**src/rtl/tbba_pkg.sv**
```systemverilog
// ---------------------------------------------------------------------------
// Bump allocator package
// Shared widths, codes and the controller command type.
// ---------------------------------------------------------------------------
`default_nettype none

package tbba_pkg;

	localparam int ARENA_COUNT_DEF = 3;
	localparam int ALIGN_BYTES_DEF = 16;

	localparam int OPC_W   = 2;
	localparam int SIZE_W  = 27;
	localparam int ADDR_W  = 48;
	localparam int STAT_W  = 2;
	localparam int FRAME_W = 32;
	localparam int CNT_W   = 48;

	localparam logic [SIZE_W-1:0] CAP_RESET = SIZE_W'(67108864);

	localparam int CFG_ADDR_W = 5;
	localparam int CFG_DATA_W = 64;
	localparam int REG_IDX_W  = 2;

	localparam logic [REG_IDX_W-1:0] REG_ENABLE   = 2'd0;
	localparam logic [REG_IDX_W-1:0] REG_BASE     = 2'd1;
	localparam logic [REG_IDX_W-1:0] REG_CAPACITY = 2'd2;

	localparam logic [OPC_W-1:0] OP_ALLOC = 2'd0;
	localparam logic [OPC_W-1:0] OP_FRAME = 2'd1;
	localparam logic [OPC_W-1:0] OP_QUERY = 2'd2;

	localparam logic [STAT_W-1:0] ST_OK       = 2'd0;
	localparam logic [STAT_W-1:0] ST_OVERFLOW = 2'd1;
	localparam logic [STAT_W-1:0] ST_DISABLED = 2'd2;

	// One enable per datapath step, issued by the controller.
	typedef struct packed {
		logic load;
		logic quot;
		logic rem;
		logic size;
		logic addr;
		logic exec;
	} cmd_t;

endpackage

`default_nettype wire

```
**src/rtl/tbba_req_if.sv**
```systemverilog
// ---------------------------------------------------------------------------
// Request channel
// Valid/ready channel carrying one allocator request.
// ---------------------------------------------------------------------------
`default_nettype none

interface tbba_req_if;
	import tbba_pkg::*;

	logic              valid;
	logic              ready;
	logic [OPC_W-1:0]  opcode;
	logic [SIZE_W-1:0] request_size;
	logic [ADDR_W-1:0] query_address;

	modport source (output valid, output opcode, output request_size,
		output query_address, input ready);
	modport sink (input valid, input opcode, input request_size,
		input query_address, output ready);
endinterface

`default_nettype wire

```
**src/rtl/tbba_rsp_if.sv**
```systemverilog
// ---------------------------------------------------------------------------
// Response channel
// Valid/ready channel carrying one allocator result.
// ---------------------------------------------------------------------------
`default_nettype none

interface tbba_rsp_if;
	import tbba_pkg::*;

	logic               valid;
	logic               ready;
	logic [STAT_W-1:0]  status;
	logic [ADDR_W-1:0]  alloc_address;
	logic               is_arena_pointer;
	logic [SIZE_W-1:0]  current_usage;
	logic [SIZE_W-1:0]  peak_offset;
	logic [FRAME_W-1:0] frame_number;
	logic [CNT_W-1:0]   alloc_total;
	logic [CNT_W-1:0]   total_bytes;
	logic [CNT_W-1:0]   overflow_total;

	modport source (output valid, output status, output alloc_address,
		output is_arena_pointer, output current_usage, output peak_offset,
		output frame_number, output alloc_total, output total_bytes,
		output overflow_total, input ready);
	modport sink (input valid, input status, input alloc_address,
		input is_arena_pointer, input current_usage, input peak_offset,
		input frame_number, input alloc_total, input total_bytes,
		input overflow_total, output ready);
endinterface

`default_nettype wire

```
**src/rtl/tbba_regs.sv**
```systemverilog
// ---------------------------------------------------------------------------
// Configuration registers
// APB-style register file for enable, region base and arena capacity.
// ---------------------------------------------------------------------------
`default_nettype none

module tbba_regs (
	input  logic                            clk,
	input  logic                            arst_n,
	input  logic                            psel,
	input  logic                            penable,
	input  logic                            pwrite,
	input  logic [tbba_pkg::CFG_ADDR_W-1:0] paddr,
	input  logic [tbba_pkg::CFG_DATA_W-1:0] pwdata,
	output logic [tbba_pkg::CFG_DATA_W-1:0] prdata,
	output logic                            pready,
	output logic                            enable,
	output logic [tbba_pkg::ADDR_W-1:0]     region_base,
	output logic [tbba_pkg::SIZE_W-1:0]     arena_capacity
);
	import tbba_pkg::*;

	logic                 enable_q;
	logic [ADDR_W-1:0]    base_q;
	logic [SIZE_W-1:0]    cap_q;
	logic [REG_IDX_W-1:0] reg_idx;
	logic                 wr_en;

	// Registers sit on 8-byte boundaries.
	assign reg_idx = paddr[CFG_ADDR_W-1:3];
	assign wr_en   = psel & penable & pwrite;
	assign pready  = 1'b1;

	always_ff @(posedge clk or negedge arst_n) begin
		if (!arst_n) begin
			enable_q <= 1'b0;
			base_q   <= '0;
			cap_q    <= CAP_RESET;
		end else if (wr_en) begin
			unique case (reg_idx)
				REG_ENABLE:   enable_q <= pwdata[0];
				REG_BASE:     base_q   <= pwdata[ADDR_W-1:0];
				REG_CAPACITY: cap_q    <= pwdata[SIZE_W-1:0];
				default: ;
			endcase
		end
	end

	always_comb begin
		unique case (reg_idx)
			REG_ENABLE:   prdata = CFG_DATA_W'(enable_q);
			REG_BASE:     prdata = CFG_DATA_W'(base_q);
			REG_CAPACITY: prdata = CFG_DATA_W'(cap_q);
			default:      prdata = '0;
		endcase
	end

	assign enable         = enable_q;
	assign region_base    = base_q;
	assign arena_capacity = cap_q;
endmodule

`default_nettype wire

```
**src/rtl/tbba_ctrl.sv**
```systemverilog
// ---------------------------------------------------------------------------
// Allocator controller
// Sequences each request through the datapath steps and owns both handshakes.
// ---------------------------------------------------------------------------
`default_nettype none

module tbba_ctrl (
	input  logic           clk,
	input  logic           arst_n,
	input  logic           in_valid,
	output logic           in_ready,
	output logic           out_valid,
	input  logic           out_ready,
	output tbba_pkg::cmd_t cmd
);
	import tbba_pkg::*;

	localparam logic [2:0] S_IDLE = 3'd0;
	localparam logic [2:0] S_QUOT = 3'd1;
	localparam logic [2:0] S_REM  = 3'd2;
	localparam logic [2:0] S_SIZE = 3'd3;
	localparam logic [2:0] S_ADDR = 3'd4;
	localparam logic [2:0] S_EXEC = 3'd5;

	logic [2:0] state_q;
	logic [2:0] state_d;
	logic       out_valid_q;
	logic       slot_free;

	// The result register may be refilled in the cycle its transfer completes.
	assign slot_free = !out_valid_q || out_ready;
	assign in_ready  = (state_q == S_IDLE);
	assign out_valid = out_valid_q;

	always_comb begin
		cmd     = '0;
		state_d = state_q;
		unique case (state_q)
			S_IDLE: begin
				if (in_valid) begin
					cmd.load = 1'b1;
					state_d  = S_QUOT;
				end
			end
			S_QUOT: begin
				cmd.quot = 1'b1;
				state_d  = S_REM;
			end
			S_REM: begin
				cmd.rem = 1'b1;
				state_d = S_SIZE;
			end
			S_SIZE: begin
				cmd.size = 1'b1;
				state_d  = S_ADDR;
			end
			S_ADDR: begin
				cmd.addr = 1'b1;
				state_d  = S_EXEC;
			end
			S_EXEC: begin
				if (slot_free) begin
					cmd.exec = 1'b1;
					state_d  = S_IDLE;
				end
			end
			default: state_d = S_IDLE;
		endcase
	end

	always_ff @(posedge clk or negedge arst_n) begin
		if (!arst_n) begin
			state_q     <= S_IDLE;
			out_valid_q <= 1'b0;
		end else begin
			state_q <= state_d;
			if (cmd.exec) begin
				out_valid_q <= 1'b1;
			end else if (out_ready) begin
				out_valid_q <= 1'b0;
			end
		end
	end
endmodule

`default_nettype wire

```
**src/rtl/tbba_dp.sv**
```systemverilog
// ---------------------------------------------------------------------------
// Allocator datapath
// Size rounding, arena offsets, statistics counters and the result register.
// ---------------------------------------------------------------------------
`default_nettype none

module tbba_dp #(
	parameter int ARENA_COUNT = tbba_pkg::ARENA_COUNT_DEF,
	parameter int ALIGN_BYTES = tbba_pkg::ALIGN_BYTES_DEF
) (
	input  logic                         clk,
	input  logic                         arst_n,
	input  tbba_pkg::cmd_t               cmd,
	input  logic                         enable,
	input  logic [tbba_pkg::ADDR_W-1:0]  region_base,
	input  logic [tbba_pkg::SIZE_W-1:0]  arena_capacity,
	input  logic [tbba_pkg::OPC_W-1:0]   opcode,
	input  logic [tbba_pkg::SIZE_W-1:0]  request_size,
	input  logic [tbba_pkg::ADDR_W-1:0]  query_address,
	output logic [tbba_pkg::STAT_W-1:0]  status,
	output logic [tbba_pkg::ADDR_W-1:0]  alloc_address,
	output logic                         is_arena_pointer,
	output logic [tbba_pkg::SIZE_W-1:0]  current_usage,
	output logic [tbba_pkg::SIZE_W-1:0]  peak_offset,
	output logic [tbba_pkg::FRAME_W-1:0] frame_number,
	output logic [tbba_pkg::CNT_W-1:0]   alloc_total,
	output logic [tbba_pkg::CNT_W-1:0]   total_bytes,
	output logic [tbba_pkg::CNT_W-1:0]   overflow_total
);
	import tbba_pkg::*;

	localparam int SEL_W  = $clog2(ARENA_COUNT);
	localparam int X_W    = SIZE_W + 1;
	localparam int REM_W  = 8;
	localparam int NEXT_W = SIZE_W + 2;
	localparam int SPAN_W = SIZE_W + 4;
	localparam int ST_W   = SIZE_W + SEL_W;
	localparam bit ALIGN_POW2 = ((ALIGN_BYTES & (ALIGN_BYTES - 1)) == 0);

	localparam logic [X_W-1:0]   ALIGN_X   = X_W'(ALIGN_BYTES);
	localparam logic [X_W-1:0]   ALIGN_M1  = X_W'(ALIGN_BYTES - 1);
	localparam logic [REM_W-1:0] ALIGN_R   = REM_W'(ALIGN_BYTES);
	localparam logic [SEL_W-1:0] SEL_LAST  = SEL_W'(ARENA_COUNT - 1);
	localparam logic [SPAN_W-1:0] COUNT_SP = SPAN_W'(ARENA_COUNT);

	// Request held for the whole sequence.
	logic [OPC_W-1:0]  op_q;
	logic [ADDR_W-1:0] query_q;

	// Rounding: x = size + align - 1, then x minus its remainder by align.
	logic [X_W-1:0]    x_q;
	logic [X_W-1:0]    quot_d;
	logic [X_W-1:0]    quot_q;
	logic [X_W-1:0]    quot_align;
	logic [REM_W-1:0]  rem_q;
	logic [X_W-1:0]    size_q;

	logic [NEXT_W-1:0] next_q;
	logic [ADDR_W-1:0] start_q;
	logic [ADDR_W:0]   limit_q;
	logic [ST_W-1:0]   arena_start;
	logic [SPAN_W-1:0] span;

	// Allocator state.
	logic [SIZE_W-1:0]  offset_q [ARENA_COUNT];
	logic [SEL_W-1:0]   sel_q;
	logic [FRAME_W-1:0] frame_q;
	logic [SIZE_W-1:0]  peak_q;
	logic [CNT_W-1:0]   alloc_cnt_q;
	logic [CNT_W-1:0]   byte_cnt_q;
	logic [CNT_W-1:0]   ovf_cnt_q;

	// Commit-step decisions.
	logic [SEL_W-1:0]   sel_next;
	logic [SIZE_W-1:0]  offset_cur;
	logic               fit;
	logic               grant;
	logic               ovf;
	logic               adv;
	logic               owned;
	logic [STAT_W-1:0]  status_d;
	logic [ADDR_W-1:0]  addr_d;
	logic [SIZE_W-1:0]  usage_d;
	logic [SIZE_W-1:0]  peak_d;

	generate
		if (ALIGN_POW2) begin : g_shift
			localparam int SHIFT = $clog2(ALIGN_BYTES);
			assign quot_d = x_q >> SHIFT;
		end else begin : g_recip
			// Floor reciprocal: the estimate is the quotient or one below it,
			// which the remainder correction absorbs.
			localparam int RECIP_SHIFT = 33;
			localparam logic [31:0] RECIP = 32'((64'd1 << RECIP_SHIFT) / ALIGN_BYTES);
			logic [X_W+31:0] prod;
			assign prod   = (X_W + 32)'(x_q) * (X_W + 32)'(RECIP);
			assign quot_d = X_W'(prod >> RECIP_SHIFT);
		end
	endgenerate

	assign quot_align  = quot_q * ALIGN_X;
	assign arena_start = ST_W'(sel_q) * ST_W'(arena_capacity);
	assign span        = COUNT_SP * SPAN_W'(arena_capacity);

	always_ff @(posedge clk) begin
		if (cmd.load) begin
			op_q    <= opcode;
			query_q <= query_address;
			x_q     <= X_W'(request_size) + ALIGN_M1;
		end
		if (cmd.quot) begin
			quot_q <= quot_d;
		end
		if (cmd.rem) begin
			rem_q <= REM_W'(x_q - quot_align);
		end
		if (cmd.size) begin
			size_q <= x_q - X_W'(rem_q) + ((rem_q >= ALIGN_R) ? ALIGN_X : '0);
		end
		if (cmd.addr) begin
			next_q  <= NEXT_W'(offset_cur) + NEXT_W'(size_q);
			start_q <= region_base + ADDR_W'(arena_start);
			limit_q <= {1'b0, region_base} + (ADDR_W + 1)'(span);
		end
	end

	assign offset_cur = offset_q[sel_q];
	assign sel_next   = (sel_q == SEL_LAST) ? '0 : sel_q + 1'b1;

	always_comb begin
		fit   = (next_q <= NEXT_W'(arena_capacity));
		grant = enable && (op_q == OP_ALLOC) && fit;
		ovf   = enable && (op_q == OP_ALLOC) && !fit;
		adv   = enable && (op_q == OP_FRAME);
		owned = enable && (op_q == OP_QUERY) && (query_q != '0) &&
			(query_q >= region_base) && ({1'b0, query_q} < limit_q);

		if (!enable) begin
			status_d = ST_DISABLED;
		end else if (ovf) begin
			status_d = ST_OVERFLOW;
		end else begin
			status_d = ST_OK;
		end

		addr_d = grant ? (start_q + ADDR_W'(offset_cur)) : '0;

		if (grant) begin
			usage_d = next_q[SIZE_W-1:0];
		end else if (adv) begin
			usage_d = '0;
		end else begin
			usage_d = offset_cur;
		end

		// The global peak always covers every arena's peak, so a per-arena
		// peak adds nothing to it.
		peak_d = (grant && (next_q[SIZE_W-1:0] > peak_q)) ? next_q[SIZE_W-1:0] : peak_q;
	end

	always_ff @(posedge clk or negedge arst_n) begin
		if (!arst_n) begin
			for (int i = 0; i < ARENA_COUNT; i++) begin
				offset_q[i] <= '0;
			end
			sel_q       <= '0;
			frame_q     <= '0;
			peak_q      <= '0;
			alloc_cnt_q <= '0;
			byte_cnt_q  <= '0;
			ovf_cnt_q   <= '0;
		end else if (cmd.exec) begin
			for (int i = 0; i < ARENA_COUNT; i++) begin
				if (grant && (sel_q == SEL_W'(i))) begin
					offset_q[i] <= next_q[SIZE_W-1:0];
				end else if (adv && (sel_next == SEL_W'(i))) begin
					offset_q[i] <= '0;
				end
			end
			peak_q <= peak_d;
			if (grant) begin
				alloc_cnt_q <= alloc_cnt_q + 1'b1;
				byte_cnt_q  <= byte_cnt_q + CNT_W'(size_q);
			end
			if (ovf) begin
				ovf_cnt_q <= ovf_cnt_q + 1'b1;
			end
			if (adv) begin
				frame_q <= frame_q + 1'b1;
				sel_q   <= sel_next;
			end
		end
	end

	// Result register; it holds until the controller loads the next result.
	always_ff @(posedge clk) begin
		if (cmd.exec) begin
			status           <= status_d;
			alloc_address    <= addr_d;
			is_arena_pointer <= owned;
			current_usage    <= usage_d;
			peak_offset      <= peak_d;
			frame_number     <= adv ? frame_q + 1'b1 : frame_q;
			alloc_total      <= grant ? alloc_cnt_q + 1'b1 : alloc_cnt_q;
			total_bytes      <= grant ? byte_cnt_q + CNT_W'(size_q) : byte_cnt_q;
			overflow_total   <= ovf ? ovf_cnt_q + 1'b1 : ovf_cnt_q;
		end
	end
endmodule

`default_nettype wire

```
**src/rtl/triple_buffered_bump_allocator.sv**
```systemverilog
// The controller steps each request through rounding, remainder, size,
// address and commit steps, and accepts a new request only once the last
// one has committed; the result is registered in the commit step.
// A waiting result does not block the next request until its commit step.
// Reset (arst_n, asynchronous) clears all offsets, counters and the arena
// selection at once and loads the configuration registers with their defaults.
// ---------------------------------------------------------------------------
// Triple-buffered bump allocator
// Bump-pointer arenas laid out back to back, with frame advance and
// ownership checks, configured through an APB-style port.
// ---------------------------------------------------------------------------
`default_nettype none

module triple_buffered_bump_allocator #(
	parameter int ARENA_COUNT = tbba_pkg::ARENA_COUNT_DEF,
	parameter int ALIGN_BYTES = tbba_pkg::ALIGN_BYTES_DEF
) (
	input  logic                            clk,
	input  logic                            arst_n,
	tbba_req_if.sink                        req,
	tbba_rsp_if.source                      rsp,
	input  logic                            psel,
	input  logic                            penable,
	input  logic                            pwrite,
	input  logic [tbba_pkg::CFG_ADDR_W-1:0] paddr,
	input  logic [tbba_pkg::CFG_DATA_W-1:0] pwdata,
	output logic [tbba_pkg::CFG_DATA_W-1:0] prdata,
	output logic                            pready
);
	import tbba_pkg::*;

	cmd_t              cmd;
	logic              enable;
	logic [ADDR_W-1:0] region_base;
	logic [SIZE_W-1:0] arena_capacity;

	tbba_regs u_regs (
		.clk            (clk),
		.arst_n         (arst_n),
		.psel           (psel),
		.penable        (penable),
		.pwrite         (pwrite),
		.paddr          (paddr),
		.pwdata         (pwdata),
		.prdata         (prdata),
		.pready         (pready),
		.enable         (enable),
		.region_base    (region_base),
		.arena_capacity (arena_capacity)
	);

	tbba_ctrl u_ctrl (
		.clk       (clk),
		.arst_n    (arst_n),
		.in_valid  (req.valid),
		.in_ready  (req.ready),
		.out_valid (rsp.valid),
		.out_ready (rsp.ready),
		.cmd       (cmd)
	);

	tbba_dp #(
		.ARENA_COUNT (ARENA_COUNT),
		.ALIGN_BYTES (ALIGN_BYTES)
	) u_dp (
		.clk              (clk),
		.arst_n           (arst_n),
		.cmd              (cmd),
		.enable           (enable),
		.region_base      (region_base),
		.arena_capacity   (arena_capacity),
		.opcode           (req.opcode),
		.request_size     (req.request_size),
		.query_address    (req.query_address),
		.status           (rsp.status),
		.alloc_address    (rsp.alloc_address),
		.is_arena_pointer (rsp.is_arena_pointer),
		.current_usage    (rsp.current_usage),
		.peak_offset      (rsp.peak_offset),
		.frame_number     (rsp.frame_number),
		.alloc_total      (rsp.alloc_total),
		.total_bytes      (rsp.total_bytes),
		.overflow_total   (rsp.overflow_total)
	);
endmodule

`default_nettype wire
```
**src/flat_wrapper.sv**
```systemverilog
// flat-port wrapper written by rule: the top's interface ports become plain ports
module triple_buffered_bump_allocator_flat import tbba_pkg::*;
#(
	parameter int ARENA_COUNT = tbba_pkg::ARENA_COUNT_DEF,
	parameter int ALIGN_BYTES = tbba_pkg::ALIGN_BYTES_DEF
)
  (clk, arst_n, psel, penable, pwrite, paddr, pwdata, prdata, pready, req_valid, req_opcode, req_request_size, req_query_address, req_ready, rsp_valid, rsp_status, rsp_alloc_address, rsp_is_arena_pointer, rsp_current_usage, rsp_peak_offset, rsp_frame_number, rsp_alloc_total, rsp_total_bytes, rsp_overflow_total, rsp_ready);
  tbba_req_if req_i ();
  tbba_rsp_if rsp_i ();
  input  logic clk;
  input  logic arst_n;
  input  logic psel;
  input  logic penable;
  input  logic pwrite;
  input  logic [tbba_pkg::CFG_ADDR_W-1:0] paddr;
  input  logic [tbba_pkg::CFG_DATA_W-1:0] pwdata;
  output logic [tbba_pkg::CFG_DATA_W-1:0] prdata;
  output logic pready;
  input wire logic [$bits(req_i.valid)-1:0] req_valid;
  input wire logic [$bits(req_i.opcode)-1:0] req_opcode;
  input wire logic [$bits(req_i.request_size)-1:0] req_request_size;
  input wire logic [$bits(req_i.query_address)-1:0] req_query_address;
  output wire logic [$bits(req_i.ready)-1:0] req_ready;
  output wire logic [$bits(rsp_i.valid)-1:0] rsp_valid;
  output wire logic [$bits(rsp_i.status)-1:0] rsp_status;
  output wire logic [$bits(rsp_i.alloc_address)-1:0] rsp_alloc_address;
  output wire logic [$bits(rsp_i.is_arena_pointer)-1:0] rsp_is_arena_pointer;
  output wire logic [$bits(rsp_i.current_usage)-1:0] rsp_current_usage;
  output wire logic [$bits(rsp_i.peak_offset)-1:0] rsp_peak_offset;
  output wire logic [$bits(rsp_i.frame_number)-1:0] rsp_frame_number;
  output wire logic [$bits(rsp_i.alloc_total)-1:0] rsp_alloc_total;
  output wire logic [$bits(rsp_i.total_bytes)-1:0] rsp_total_bytes;
  output wire logic [$bits(rsp_i.overflow_total)-1:0] rsp_overflow_total;
  input wire logic [$bits(rsp_i.ready)-1:0] rsp_ready;
  assign req_i.valid = req_valid;
  assign req_i.opcode = req_opcode;
  assign req_i.request_size = req_request_size;
  assign req_i.query_address = req_query_address;
  assign req_ready = req_i.ready;
  assign rsp_valid = rsp_i.valid;
  assign rsp_status = rsp_i.status;
  assign rsp_alloc_address = rsp_i.alloc_address;
  assign rsp_is_arena_pointer = rsp_i.is_arena_pointer;
  assign rsp_current_usage = rsp_i.current_usage;
  assign rsp_peak_offset = rsp_i.peak_offset;
  assign rsp_frame_number = rsp_i.frame_number;
  assign rsp_alloc_total = rsp_i.alloc_total;
  assign rsp_total_bytes = rsp_i.total_bytes;
  assign rsp_overflow_total = rsp_i.overflow_total;
  assign rsp_i.ready = rsp_ready;
  triple_buffered_bump_allocator #(.ARENA_COUNT(ARENA_COUNT), .ALIGN_BYTES(ALIGN_BYTES)) u_core (.clk(clk), .arst_n(arst_n), .req(req_i), .rsp(rsp_i), .psel(psel), .penable(penable), .pwrite(pwrite), .paddr(paddr), .pwdata(pwdata), .prdata(prdata), .pready(pready));
endmodule
```
**config.mk**
```make
export PLATFORM = sky130hd
export DESIGN_NAME = triple_buffered_bump_allocator_flat
export DESIGN_NICKNAME = d
export VERILOG_FILES = /design/src/rtl/tbba_pkg.sv /design/src/rtl/tbba_req_if.sv /design/src/rtl/tbba_rsp_if.sv /design/src/rtl/tbba_regs.sv /design/src/rtl/tbba_ctrl.sv /design/src/rtl/tbba_dp.sv /design/src/rtl/triple_buffered_bump_allocator.sv /design/src/flat_wrapper.sv
export SDC_FILE = /design/constraint.sdc
export NUM_CORES = 2
export LEC_CHECK = 0
export ABC_AREA = 1
export BUFFER_PORTS_ARGS = -buffer_cell sky130_fd_sc_hd__buf_2
export CAP_MARGIN = 20
export CORE_ASPECT_RATIO = 1.25
export CORE_MARGIN = 2
export CORE_UTILIZATION = 60
export CTS_BUF_LIST = sky130_fd_sc_hd__clkbuf_2 sky130_fd_sc_hd__clkbuf_4 sky130_fd_sc_hd__clkbuf_8
export CTS_CLUSTER_DIAMETER = 60
export DETAILED_ROUTE_END_ITERATION = 7
export PLACE_DENSITY = 0.88
export SETUP_SLACK_MARGIN = 0.02
export SLEW_MARGIN = 20
export SYNTH_ARGS = -nofsm -noshare
export SYNTH_HDL_FRONTEND = slang
export SYNTH_HIERARCHICAL = 1
export SYNTH_SLANG_ARGS = --single-unit
export TNS_END_PERCENT = 30
```
**constraint.sdc**
```tcl
create_clock -name clk -period 19.9 [get_ports clk]
set_input_delay 0.995 -clock clk [delete_from_list [all_inputs] [get_ports clk]]
set_output_delay 0.995 -clock clk [all_outputs]
set_load 0.02 [all_outputs]
```
Yosys cells after proc, flatten, opt, wreduce, memory -nomap -nowiden
Index checks and enable logic that the tools add are counted.
W data, S select, Z words.

storage, ports and cells
  logic and storage cells = 140
  bits of input ports = 153
  output and inout bits = 348
  flip-flop bits (word level) = 891

cells by class
  magnitude comparators = 6
  add/sub/neg operators = 13
  multiply operators = 2
  multiplexer cells = 33
  bitwise operators = 3
  reductions and logical operators = 36
  eq/ne operators = 15

operators by type and width
  cell                     number
  $mux W27                 11
  $mux W48                 3
  $pmux W48 S3             1
  $add A48 B1 Y48 const B  2
  $bmux W27 S2             1
  $add A48 B29 Y49         1
  $lt A48 B49 Y1           1
  $add A48 B27 Y48         1
  $add A48 B28 Y48         1
  $add A48 B29 Y48         1
  $ge A48 B48 Y1           1
  $reduce_bool A48 Y1      1
  $add A32 B1 Y32 const B  1
  $mux W32                 1
  $add A27 B28 Y29         1
  $le A29 B27 Y1           1
  $mul A2 B27 Y29          1
  $mul A2 B27 Y29 const A  1
  $add A27 B4 Y28 const B  1
  $add A28 B5 Y28          1
  $sub A28 B8 Y28          1
  $gt A27 B27 Y1           1
  $pmux W3 S6              1
  $reduce_and A2 Y1        8
  22 further kinds         64

Longest topological paths before layout
  depth in word-level cells = 6
  mapped depth = 20
  mapped depth without buffers = 18

Hierarchy
The synthesis kept the hierarchy.

modules (own cells, without submodules)
  module     cells an instance  sequential area each (sq um)  times used  area each (sq um)
  tbba_dp    6623               22922.0                       1           52830.7
  tbba_regs  483                1903.1                        1           3617.2
  tbba_ctrl  30                 100.1                         1           231.5

Worst setup path after synthesis
No wires, ideal clock.

  kind = input to register
  start point = in rsp_ready
  end point = reg u_core/u_dp/offset_q[37] (netlist bit)
  path slack = 5.690 ns
  arrival = 14.092 ns
  cell stages on the path = 9
  cells stage by stage = nor2_1 -> nor2_1 -> clkbuf_1 -> inv_2 -> nor2_1 -> nand2_1 -> clkbuf_1 -> nand3_1 -> nand2_1

RTL lines
  what                           RTL line            text
  start, declared                flat_wrapper.sv:34  input wire logic [$bits(rsp_i.ready)-1:0] rsp_ready;
  end signal, assigned by index  tbba_dp.sv:175      offset_q[i] <= next_q[SIZE_W-1:0];
  end, declared                  tbba_dp.sv:65       logic [SIZE_W-1:0] offset_q [ARENA_COUNT];

Final worst setup path
  start point = reg u_core.u_regs.cap_q[12], in the netlist u_core/u_regs/arena_capacity[12]
  end point = reg u_core/u_dp/offset_q[22] (netlist bit)

on the way
  word-level cells in the longest chain between the ends = 5

RTL lines
  what                          RTL line         text
  start, declared               tbba_regs.sv:25  logic [SIZE_W-1:0] cap_q;
  start signal, assigned        tbba_regs.sv:43  REG_CAPACITY: cap_q <= pwdata[SIZE_W-1:0];
  $le A29 B27 Y1 (*)            tbba_dp.sv:131   fit = (next_q <= NEXT_W'(arena_capacity));
  $logic_and A1 B1 Y1 (*)       tbba_dp.sv:132   grant = enable && (op_q == OP_ALLOC) && fit;
  $logic_and A1 B1 Y1 (*)       tbba_dp.sv:174   if (grant && (sel_q == SEL_W'(i))) begin
  $reduce_bool A2 Y1 (no line)  -
  $reduce_and A2 Y1 (no line)   -

Mark *: on every way between the ends. The rest lies on a longest branch, timed or not.
A chain may end at the register's enable or synchronous reset.

==> reports/results.txt <==
initial DRC count - 5,279
RD Place Congestion - 1.04
total grt overflow - 0
minimum clock period - 5.05 ns
Clk Tree Root Cell - clkbuf_8
max_slew headroom - 0.204
Setup Viol. Count Final - 0
YS warnings - 6
Worst Path Arrival - 5.82 ns
fin nets - 8,152
top-count cell post-synth - nand2_1
Skew-Pair Late Insertion Delay - 0.89 ns
DP Area - 59,900 um2
kind of critical path - register to register
sequential cell area fraction in the yosys report - 0.440
# Post-CTS Setup Buffers - 0
Total GRT Usage - 0.371
CP max FO - 106
unrepaired setup endpoints after global routing - false
vias per cell - 5.73
Setup Skew - 0.0443 ns
drt drc - 0
I/O pins - 501
synth cell count leaders - nand2_1 (2,401), inv_1 (883), nor2_1 (577)
top cell type's share of synthesized area - 0.278
worst vdd ir - 0.0862 mV
synthesized area - 56,700 um2
layout cells sized above 1 - 0.106
P&R area growth vs syn - 11.5%
Num CTS Buffers - 143
startpoint types - register
Die Ht - 348 um
DRT Wirelength - 182,000 um
met2 usage - 0.632
core area - 94,000 um2
flops & latches, synth - 891
number of synthesized flops with an enable pin - 525
Synth Flop Type - edfxtp_1
setup TNS - 0 ns
TritonCTS Sinks - 891
post_cts resized - 0
die width - 279 um
Port Buffer Count - 464
met3 Usage GRT - 0.0641
initial antenna violation count - 5
Routed Antenna Nets - 0
initial core utilization - 0.603
Req. time, crit path - 20.66 ns
Buf/Inv on CP - 2
Synth async-reset ratio - 0.411
top achievable clock speed - 198 MHz
first-pass GRT wire length - 274,000 um
H-tree levels - 4
Vias - 51,300
Yosys cell types - 59
Die Footprint - 97,000 um2
largest net degree at the start of global routing - 161
largest stage delay on the critical path - 0.90 ns
Max Transition Viols Final - 0
Reg clk slew, reported paths - 0.07 ns
max-cap violations - 0
Mapped Cells - 7,136
crit-path leading delay family - simple AND/OR/NAND/NOR gates
drt wl/cell - 20.4 um
FP Rows - 126
Cell Chain, Critical Path - inv_1, ha_1, nand2_1, nor2_1, inv_2, nor2_2, nand4_2, nand2_2, nand2_8, nor2_4, nand2_2, nand3_1, nand2_1
Synth area leaders - edfxtp_1 (28%), dfrtp_1 (16%), nand2_1 (16%), ha_1 (7.3%), inv_1 (5.8%)
static leakage - 30.7 nW
Final Instance Area - 63,200 um2
filler cell count - 7,751
placed wire-length estimate - 139,000 um
Bufs on Longest Clock Path - 3
drt pass-1 iters - 7
area leader, netlist - edfxtp_1
Min Hold Slack - 0.132 ns
min-delay worst type - input port to async pin
hold buffer count at cts - 0
met1 Usage GRT - 0.423
CTS tree - yes
Setup crit end kind - register
Crit-path slowest cell - nor2_4
slew of the pin with the lowest slew margin - 1.19 ns
Syn Area/Cell - 7.94 um2
Final Hold Violating Endpoints - 0
Final Cycle Share - 0.254
vias in the first global route - 49,400
layer with the highest usage - met2
Pwr Density - 107 nW/um2
outcome - completed
-- cells by family (layout without fill, tap and decap cells) --
| group | Yosys count | count (layout) | synth area share |
|---|---|---|---|
| xor gates and xnor gates | 297 | 297 | 0.0460 |
| other | 2 | 21 | 0.000132 |
| adders and majority gates | 391 | 391 | 0.0943 |
| and+or+nand+nor | 3769 | 3769 | 0.274 |
| buffers and inverters | 1073 | 1650 | 0.0767 |
| DFF | 891 | 891 | 0.440 |
| AOI/OAI and AO/OA | 713 | 713 | 0.0693 |
-- metrics by stage --
step / power [W] / util / std cells / setup WS [ns]
2_1_floorplan: 0.00417 / - / 7151 / 5.69
3_3_place_gp: 0.00484 / 0.637 / 8678 / 14.94
3_5_place_dp: 0.00491 / 0.637 / 8678 / 14.89
4_1_cts: 0.00673 / 0.672 / 8943 / 14.96
5_1_grt: 0.00710 / 0.672 / 8946 / 14.66
6_report: 0.00676 / 0.672 / 8948 / 14.85
-- routing by layer --
metal,up-vias,wire length (um)
met3,662,13800
met4,2,14600
met2,2666,87900
li1,24100,-
met1,23900,66100
met5,-,13
-- area by class of cell --
type / count / area, um2 / area share
Multi-Input combinational cell: 5187 / 27500 / 0.435
Sequential cell: 891 / 24900 / 0.395
Inverter: 893 / 3360 / 0.0532
Timing Repair Buffer: 492 / 2570 / 0.0408
Clock buffer: 200 / 2520 / 0.0399
Tap cell: 1216 / 1520 / 0.0241
Clock inverter: 65 / 751 / 0.0119
Antenna cell: 4 / 10.0 / 0.000158
-- worst paths after layout --
check | startpoint | depth (start not counted) | slack (ns) | to
max | u_core/u_regs/arena_capacity[12] | 13 | 14.85 | u_core/u_dp/offset_q[22]
min reg2reg | u_core/u_dp/peak_q[24] | 2 | 0.48 | u_core/u_dp/peak_q[24]
max in group asynchronous | arst_n | 3 | 17.59 | u_core/u_dp/byte_cnt_q[23]
min | arst_n | 1 | 0.13 | u_core/u_dp/frame_q[5]
max reg2reg | u_core/u_regs/arena_capacity[12] | 13 | 14.85 | u_core/u_dp/offset_q[22]
min in group clk | req_query_address[35] | 1 | 0.28 | u_core/u_dp/query_q[35]
-- report_power, final --
| part | leakage (nW) | internal, W | total (W) | switching, W |
|---|---|---|---|---|
| clock | 1.72 | 0.00103 | 0.00181 | 0.000783 |
| sequential | 9.80 | 0.00236 | 0.00266 | 0.000302 |
| combinational | 19.2 | 0.000713 | 0.00229 | 0.00157 |
| total | 30.7 | 0.00410 | 0.00676 | 0.00266 |
-- sequential cells by signal, summed over array words and instances, names as in the netlist, 4 cells and up --
signal	flops
u_core/u_dp/current_usage	27
u_core/u_dp/start_q	48
u_core/u_dp/alloc_address	48
u_core/u_dp/x_q	28
u_core/u_dp/overflow_total	48
u_core/u_dp/next_q	29
u_core/u_dp/query_q	48
u_core/u_dp/peak_q	27
u_core/u_dp/limit_q	49
u_core/u_regs/arena_capacity	27
u_core/u_dp/quot_q	4
u_core/u_dp/ovf_cnt_q	48
u_core/u_dp/frame_q	32
u_core/u_dp/byte_cnt_q	48
u_core/u_regs/region_base	48
u_core/u_dp/rem_q	8
u_core/u_dp/size_q	28
u_core/u_dp/alloc_cnt_q	48
u_core/u_dp/alloc_total	48
u_core/u_dp/frame_number	32
u_core/u_dp/peak_offset	27
u_core/u_dp/offset_q	81
u_core/u_dp/total_bytes	48
-- cell usage in the layout, fill, tap and decap left out, types with 25 or more instances in the layout --
| master | synthesis | layout |
|---|---|---|
| edfxtp_1 | 525 | 525 |
| buf_4 | 30 | 25 |
| inv_1 | 883 | 883 |
| a21oi_1 | 288 | 288 |
| buf_2 | 46 | 463 |
| and2_1 | 33 | 33 |
| xor2_1 | 210 | 210 |
| nand4_1 | 79 | 79 |
| o21ai_1 | 59 | 59 |
| dfrtp_1 | 365 | 365 |
| nand2_1 | 2401 | 2401 |
| nor2_1 | 577 | 574 |
| xnor2_1 | 86 | 86 |
| nand3_1 | 474 | 474 |
| nor3_1 | 108 | 107 |
| ha_1 | 331 | 331 |
| clkbuf_4 | 0 | 37 |
| a21o_1 | 25 | 25 |
| clkbuf_8 | 0 | 163 |
| fa_1 | 60 | 60 |
| nor4_1 | 39 | 39 |
| o21ai_0 | 220 | 220 |
(Power assumes the default switching activity.)
